==> config.mk <==
export PLATFORM = sky130hd
export DESIGN_NAME = bps_ctrl
export DESIGN_NICKNAME = d
export VERILOG_FILES = /design/src/rtl/bps_pkg.sv /design/src/rtl/bps_ctrl.sv
export SDC_FILE = /design/constraint.sdc
export NUM_CORES = 1
export LEC_CHECK = 0
export ABC_AREA = 1
export BUFFER_PORTS_ARGS = -buffer_cell sky130_fd_sc_hd__buf_2
export CAP_MARGIN = 15
export CORE_ASPECT_RATIO = 1.25
export CORE_MARGIN = 5
export CORE_UTILIZATION = 30
export DETAILED_ROUTE_END_ITERATION = 10
export PLACE_DENSITY = 0.56
export SLEW_MARGIN = 15
export SYNTH_ARGS = -nofsm -noshare
export SYNTH_HDL_FRONTEND = slang
export SYNTH_SLANG_ARGS = --single-unit
==> constraint.sdc <==
create_clock -name clk -period 3.9 [get_ports clk]
set_input_delay 0.975 -clock clk [delete_from_list [all_inputs] [get_ports clk]]
set_output_delay 0.975 -clock clk [all_outputs]
set_load 0.05 [all_outputs]
==> src/rtl/bps_pkg.sv <==
// ----------------------------------------------------------------------------
// bps_pkg
// Shared types, constants and the arctangent table of the pitch solver.
// ----------------------------------------------------------------------------
package bps_pkg;

	// Fixed-point constants, Q16.16 unless noted; the step and pass counts are plain integers
	localparam int unsigned GRAV_Q16       = 640942;     // 9.78 m/s^2
	localparam int unsigned TOL_Q16        = 66;         // about 1 mm
	localparam int unsigned U_CAP          = 786432;     // 12.0
	localparam int unsigned T_CAP          = 67108864;   // 1024.0 s
	localparam int unsigned AIM_CAP        = 1073741824; // 2^30
	localparam int unsigned TIME_MAX       = 655360;     // 10.0 s
	localparam int unsigned HALF_PI_Q16    = 102944;
	localparam int unsigned SER_LAST       = 63;         // last series term index
	localparam int unsigned CORDIC_STEPS   = 17;
	localparam int unsigned NORM_LIMIT     = 536870912;  // 2^29
	localparam int unsigned DEF_MAX_PASSES = 20;

	// Divider and square-root unit sizes
	localparam int unsigned DIV_NW     = 61;  // dividend bits
	localparam int unsigned DIV_DW     = 22;  // divisor bits
	localparam int unsigned DIV_CW     = 6;   // step count bits
	localparam int unsigned SER_NW     = 36;  // series dividend bits
	localparam int unsigned SQ_IW      = 61;  // radicand bits
	localparam int unsigned SQ_RW      = 31;  // root bits

	// Configuration registers
	localparam logic [15:0] DRAG_RST = 16'd2621;
	localparam logic [16:0] LAG_RST  = 17'd5243;
	localparam logic [1:0]  REG_DRAG = 2'd0;
	localparam logic [1:0]  REG_LAG  = 2'd1;

	// Controller states
	typedef enum logic [4:0] {
		ST_IDLE, ST_U, ST_SMUL, ST_SDIV, ST_SWAIT, ST_SACC,
		ST_SQ, ST_RT, ST_RWAIT, ST_RTAKE, ST_FR, ST_TDIV, ST_TWAIT, ST_TTAKE,
		ST_T2, ST_AF, ST_G1, ST_G2, ST_Z, ST_MISS, ST_UPD,
		ST_CINIT, ST_CNORM, ST_CROT, ST_FIN
	} bps_state_t;

	// Datapath operations
	typedef enum logic [4:0] {
		OP_NONE, OP_LOAD, OP_U, OP_SMUL, OP_SDIV, OP_SACC,
		OP_SQ, OP_RT, OP_RTAKE, OP_FR, OP_TDIV, OP_TTAKE,
		OP_T2, OP_AF, OP_G1, OP_G2, OP_Z, OP_MISS, OP_UPD,
		OP_CINIT, OP_CNORM, OP_CROT, OP_FIN
	} bps_op_t;

	typedef struct packed {
		bps_op_t op;
		logic    div_start;
		logic    sqrt_start;
	} bps_cmd_t;

	typedef struct packed {
		logic div_done;
		logic sqrt_done;
		logic term_zero;
		logic n_last;
		logic miss_small;
		logic y_zero;
		logic norm_done;
		logic rot_last;
	} bps_stat_t;

	// atan(2^-i) in Q16.16, rounded
	function automatic logic [16:0] atan_tab(input logic [4:0] i);
		logic [16:0] v;
		case (i)
			5'd0:    v = 17'd51472;
			5'd1:    v = 17'd30386;
			5'd2:    v = 17'd16055;
			5'd3:    v = 17'd8150;
			5'd4:    v = 17'd4091;
			5'd5:    v = 17'd2047;
			5'd6:    v = 17'd1024;
			5'd7:    v = 17'd512;
			5'd8:    v = 17'd256;
			5'd9:    v = 17'd128;
			5'd10:   v = 17'd64;
			5'd11:   v = 17'd32;
			5'd12:   v = 17'd16;
			5'd13:   v = 17'd8;
			5'd14:   v = 17'd4;
			5'd15:   v = 17'd2;
			5'd16:   v = 17'd1;
			default: v = 17'd0;
		endcase
		return v;
	endfunction

endpackage

==> src/rtl/bps_ctrl.sv <==
// ----------------------------------------------------------------------------
// bps_ctrl
// Solver sequencer: series, correction passes, CORDIC and result strobe.
// ----------------------------------------------------------------------------
module bps_ctrl import bps_pkg::*; #(
	parameter int unsigned MAX_PASSES = DEF_MAX_PASSES
) (
	input  logic      clk,
	input  logic      arst_n,
	input  logic      start,
	input  bps_stat_t stat,
	output bps_cmd_t  cmd,
	output logic      busy,
	output logic      done,
	output logic      converged,
	output logic [4:0] passes_used
);

	localparam int unsigned PW = $clog2(MAX_PASSES + 1);

	bps_state_t    state_q;
	bps_state_t    state_d;
	logic [PW-1:0] passes_q;
	logic          conv_q;
	logic          done_q;
	logic [6:0]    passes_ext;

	// Next state
	always_comb begin
		state_d = state_q;
		case (state_q)
			ST_IDLE:  if (start) state_d = ST_U;
			ST_U:     state_d = ST_SMUL;
			ST_SMUL:  state_d = ST_SDIV;
			ST_SDIV:  state_d = ST_SWAIT;
			ST_SWAIT: if (stat.div_done) state_d = ST_SACC;
			ST_SACC: begin
				if (stat.term_zero || stat.n_last)
					state_d = ST_SQ;
				else
					state_d = ST_SMUL;
			end
			ST_SQ:    state_d = ST_RT;
			ST_RT:    state_d = ST_RWAIT;
			ST_RWAIT: if (stat.sqrt_done) state_d = ST_RTAKE;
			ST_RTAKE: state_d = ST_FR;
			ST_FR:    state_d = ST_TDIV;
			ST_TDIV:  state_d = ST_TWAIT;
			ST_TWAIT: if (stat.div_done) state_d = ST_TTAKE;
			ST_TTAKE: state_d = ST_T2;
			ST_T2:    state_d = ST_AF;
			ST_AF:    state_d = ST_G1;
			ST_G1:    state_d = ST_G2;
			ST_G2:    state_d = ST_Z;
			ST_Z:     state_d = ST_MISS;
			ST_MISS:  state_d = ST_UPD;
			ST_UPD: begin
				if (stat.miss_small || passes_q == PW'(MAX_PASSES))
					state_d = ST_CINIT;
				else
					state_d = ST_SQ;
			end
			ST_CINIT: state_d = stat.y_zero ? ST_FIN : ST_CNORM;
			ST_CNORM: if (stat.norm_done) state_d = ST_CROT;
			ST_CROT:  if (stat.rot_last) state_d = ST_FIN;
			ST_FIN:   state_d = ST_IDLE;
			default:  state_d = ST_IDLE;
		endcase
	end

	// Datapath commands
	always_comb begin
		cmd.op         = OP_NONE;
		cmd.div_start  = 1'b0;
		cmd.sqrt_start = 1'b0;
		case (state_q)
			ST_IDLE:  if (start) cmd.op = OP_LOAD;
			ST_U:     cmd.op = OP_U;
			ST_SMUL:  cmd.op = OP_SMUL;
			ST_SDIV: begin
				cmd.op        = OP_SDIV;
				cmd.div_start = 1'b1;
			end
			ST_SACC:  cmd.op = OP_SACC;
			ST_SQ:    cmd.op = OP_SQ;
			ST_RT: begin
				cmd.op         = OP_RT;
				cmd.sqrt_start = 1'b1;
			end
			ST_RTAKE: cmd.op = OP_RTAKE;
			ST_FR:    cmd.op = OP_FR;
			ST_TDIV: begin
				cmd.op        = OP_TDIV;
				cmd.div_start = 1'b1;
			end
			ST_TTAKE: cmd.op = OP_TTAKE;
			ST_T2:    cmd.op = OP_T2;
			ST_AF:    cmd.op = OP_AF;
			ST_G1:    cmd.op = OP_G1;
			ST_G2:    cmd.op = OP_G2;
			ST_Z:     cmd.op = OP_Z;
			ST_MISS:  cmd.op = OP_MISS;
			ST_UPD:   cmd.op = OP_UPD;
			ST_CINIT: cmd.op = OP_CINIT;
			ST_CNORM: cmd.op = OP_CNORM;
			ST_CROT:  cmd.op = OP_CROT;
			ST_FIN:   cmd.op = OP_FIN;
			default:  cmd.op = OP_NONE;
		endcase
	end

	// State, pass count, convergence and result strobe
	always_ff @(posedge clk or negedge arst_n) begin
		if (!arst_n) begin
			state_q  <= ST_IDLE;
			passes_q <= '0;
			conv_q   <= 1'b0;
			done_q   <= 1'b0;
		end else begin
			state_q <= state_d;
			done_q  <= (state_q == ST_FIN);
			if (state_q == ST_IDLE && start) begin
				passes_q <= '0;
				conv_q   <= 1'b0;
			end
			if (state_q == ST_SQ)
				passes_q <= passes_q + 1'b1;
			if (state_q == ST_UPD && stat.miss_small)
				conv_q <= 1'b1;
		end
	end

	assign passes_ext  = 7'(passes_q);
	assign busy        = (state_q != ST_IDLE);
	assign done        = done_q;
	assign converged   = conv_q;
	assign passes_used = passes_ext[4:0];

endmodule

# ---- Word level (Yosys, flattened, before mapping)
# Cells that the tools add are included.
dict set report classes {
  add_sub_neg 1
  mul 0
  n_div 0
  n_lt_le_gt_ge 0
  eq_ne 31
  shifts 0
  mux 18
  n_bitwise 0
  n_reduce_logical 10
}
# op count
set ops {}
lappend ops {{5-bit case mux with 24 select lines} 1}
lappend ops {{5-bit case mux with 22 select lines} 1}
lappend ops {{5-bit equality test (second input constant)} 10}
lappend ops {{5-bit 2-to-1 mux} 9}
lappend ops {{5-bit by 4-bit equality test with 1-bit output (second input constant)} 8}
lappend ops {{5-bit by 3-bit equality test with 1-bit output (second input constant)} 4}
lappend ops {{2-bit != test (second input constant)} 6}
lappend ops {{5-bit by 2-bit equality test with 1-bit output (second input constant)} 2}
lappend ops {{6-bit AND reduction} 1}
lappend ops {{5-bit by 1-bit adder with 5-bit output (second input constant)} 1}
lappend ops {{5-bit by 1-bit equality test with 1-bit output (second input constant)} 1}
lappend ops {{5-bit logical NOT} 1}
lappend ops {{1-bit 2-to-1 mux} 5}
lappend ops {{5-bit nonzero test} 1}
lappend ops {{4-bit 2-to-1 mux} 1}
lappend ops {{2-bit nonzero test} 2}
lappend ops {{3-bit 2-to-1 mux} 1}
lappend ops {{1-bit logical AND} 2}
lappend ops {{1-bit logical OR} 2}
lappend ops {{2-bit OR reduction} 1}
dict set report totals {
  ff_bits 12
  latchBits 0
  ramBits 0
  rom_bits 0
  in_bits 11
  output_inout_bits 15
  n_memories 0
}

# ---- Longest topological paths before layout
dict set report depth {
  depth_word 4
  depth_mapped 11
  depth_no_buf 11
}

# ---- Worst setup path after synthesis
# No wires, ideal clock.
dict set report synth_path {
  kind {register to output}
  from {register state_q[4]}
  to {output cmd[4] (netlist bit)}
  arrival_time_ns 2.067
  t_required_ns 2.925
  setup_slack_ns 0.858
  path_stages_with_launch 7
  path_cell_list {dfrtp_1 inv_1 buf_2 nand2_1 nor2_1 nor3_1 nand3_1}
}
# item line
set synth_rtl {}
lappend synth_rtl {{from (decl)} bps_ctrl.sv:21} ;# bps_state_t state_q;
lappend synth_rtl {{from (signal assigned)} bps_ctrl.sv:120} ;# state_q <= state_d;
lappend synth_rtl {{to (decl)} bps_ctrl.sv:12} ;# output bps_cmd_t cmd,

==> impl_metrics.json <==
{
  "outcome": "finished, final reports clean",
  "antenna_found_initial": 0,
  "max_stage_delay_ps": 520,
  "hold_class": "reg2reg",
  "avgSynthCellArea_um2": 6.55,
  "p_leak_nw": 0.704,
  "path_clk_slew_ps": 60,
  "yosys_warnings": 0,
  "yosysTopAreaCellShare": 0.271,
  "vdd_ir_drop_max_uv": 493,
  "drc": 0,
  "grt_overflow_total": 0,
  "layout-drive-gt1-share": 0.268,
  "wirelength_um": 3070,
  "fin_ws_ps": 882,
  "crit_path_cell_trace": "inv_1 > nand2_1 > nor2_2 > nand2_1 > o211ai_1 > buf_2",
  "p_per_area_nw_per_um2": 996,
  "cts_sinks": 12,
  "rows": 24,
  "start_util": 0.313,
  "die-area_um2": 5010,
  "postPlaceCellArea_um2": 1250,
  "critPathMaxFanout": 13,
  "fin_skew_ps": 1.02,
  "worstPathRequired_ps": 2920,
  "synth.largest_area_cell": "dfrtp_1",
  "drtAntennaViolNets": 0,
  "synth_common_cells": "nand2_1, nor2_1, inv_1",
  "design_area_um2": 1310,
  "async_flop_share": 1.00,
  "cts-buffers-inserted": 3,
  "num_vias": 1154,
  "drv_cap": 0,
  "ys_ff_latch": 12,
  "cpMostUsedCell": "nand2_1",
  "synthTopCellsByArea": "dfrtp_1, nand2_1, nor2_1",
  "finalSetupTns_ps": 0,
  "drtIter0Drc": 51,
  "final_util": 0.368,
  "fillers": 401,
  "setup_viol": 0,
  "portBuffers": 25,
  "period_minus_slack_ps": 3020,
  "yosysMostFrequentCell": "nand2_1",
  "place.detailed.hpwl_um": 2460,
  "dp_slack_ps": 1190,
  "rsz0062_at_grt": "no",
  "routedWlPerCell_um": 13.2,
  "core_area_um2": 3540,
  "cts_tree": "built",
  "area_delta_synth_final_pct": 17.9,
  "hold_viol_final": 0,
  "slew_headroom": 0.694,
  "firstDrtPassIters": 6,
  "syn_inst": 169,
  "htreeDepth": 1,
  "cts_max_path_buffers": 2,
  "finalMaxSlewViolations": 0,
  "end_kind": "primary output",
  "postCtsSetupRepairBufs": 0,
  "ys_seq_area_frac": 0.271,
  "ys_dominant_reg_cell": "dfrtp_1",
  "seqCellArea_um2": 300,
  "first_global_vias": 1136,
  "die_w_um": 64.3,
  "cts-root-buf": "clkbuf_8",
  "ios": 26,
  "grt_usage": 0.131,
  "slowest_stage": "dfrtp_1",
  "gp_congestion": 0.907,
  "die_h_um": 77.9,
  "nNetsFinal": 208,
  "grt_pass1_wl_um": 5190,
  "worstPathArrival_ps": 2040,
  "grt_max_degree": 14,
  "antennaDiodeCount": 0,
  "clock_latency_ps": 240,
  "vias_per_cell": 4.95,
  "criticalPathCategory": "reg2out",
  "fin_crit_sh": 0.774,
  "synth_edf_count": 0,
  "total_power_w": 0.00130,
  "syn_nets": 182,
  "multi_input_comb_area_um2": 699,
  "post_cts_resized": 0,
  "ys_types": 31,
  "cts_hold_buf": 0,
  "synthesis.area_um2": 1110,
  "max_clock_freq_ghz": 0.331,
  "worstMarginPinSlew_ps": 459,
  "start_kind": "flop"
}
final cells by class:
class,count,share of cell area
inverter,20,0.0585
multi-input combinational,133,0.536
timing repair buffer,25,0.0959
tap,39,0.0374
sequential,12,0.230
clock buffer,4,0.0422
placed cells by master (no fill, tap or decap), types with 2 or more instances in the layout:
cell type,count
a21oi_1,4
buf_2,25
clkbuf_8,4
dfrtp_1,12
ha_1,2
inv_1,15
inv_2,4
nand2_1,46
nand2_2,2
nand3_1,14
nand4_1,2
nor2_1,22
nor2_2,4
nor2_4,5
nor3_1,6
o21ai_0,14
cells by family after synthesis:
group | Yosys count | synth area share
AOI/OAI and AO/OA | 24 | 0.133
xor gates and xnor gates | 1 | 0.00791
adders and majority gates | 2 | 0.0226
buffers and inverters | 24 | 0.0972
DFF | 12 | 0.271
and+or+nand+nor | 106 | 0.468
per-stage QoR:
step / std cells / hold slack (ps)
after global placement: 229 / 492
after floorplan: 169 / 581
after CTS: 233 / 526
after detailed placement: 229 / 512
after global routing: 233 / 528
final: 233 / 510
flip-flops by register name (all words and copies together), names as in the netlist:
name,cells
state_q,5
converged,1
passes_used,5
done,1
critical path: cells and delay by family (launching register included):
family / cells / cell delay (ps)
buffers and inverters: 2 / 710
and+or+nand+nor: 3 / 440
AOI/OAI and AO/OA: 1 / 120
DFF: 1 / 520
layer usage:
metal,vias up,global-route usage,part of all wire
li1,600,-,-
met1,508,0.177,0.47
met2,38,0.197,0.45
met3,8,0.0188,0.044
met4,0,0.0761,0.030
met5,-,0,0
power by group:
group | internal (W) | switching (W)
sequential | 0.000172 | 0.0000934
clock | 0.0000893 | 0.0000496
combinational | 0.000227 | 0.000668
worst paths after layout:
kind / end / slack, ps / depth (start not counted) / start
max in group asynchronous: state_q[2]$_DFFE_PN0P_ / 3070 / 1 / arst_n
min in group asynchronous: passes_used[0]$_DFFE_PN0P_ / 610 / 1 / arst_n
worst max-delay path: cmd[2] / 880 / 6 / state_q[4]$_DFFE_PN0P_
worst min register to register: converged$_DFFE_PN0P_ / 510 / 2 / converged$_DFFE_PN0P_
worst min-delay path: converged$_DFFE_PN0P_ / 510 / 2 / converged$_DFFE_PN0P_
worst max register to register: passes_used[0]$_DFFE_PN0P_ / 2060 / 6 / state_q[4]$_DFFE_PN0P_
Note: power is estimated with default switching activity, not from simulation.
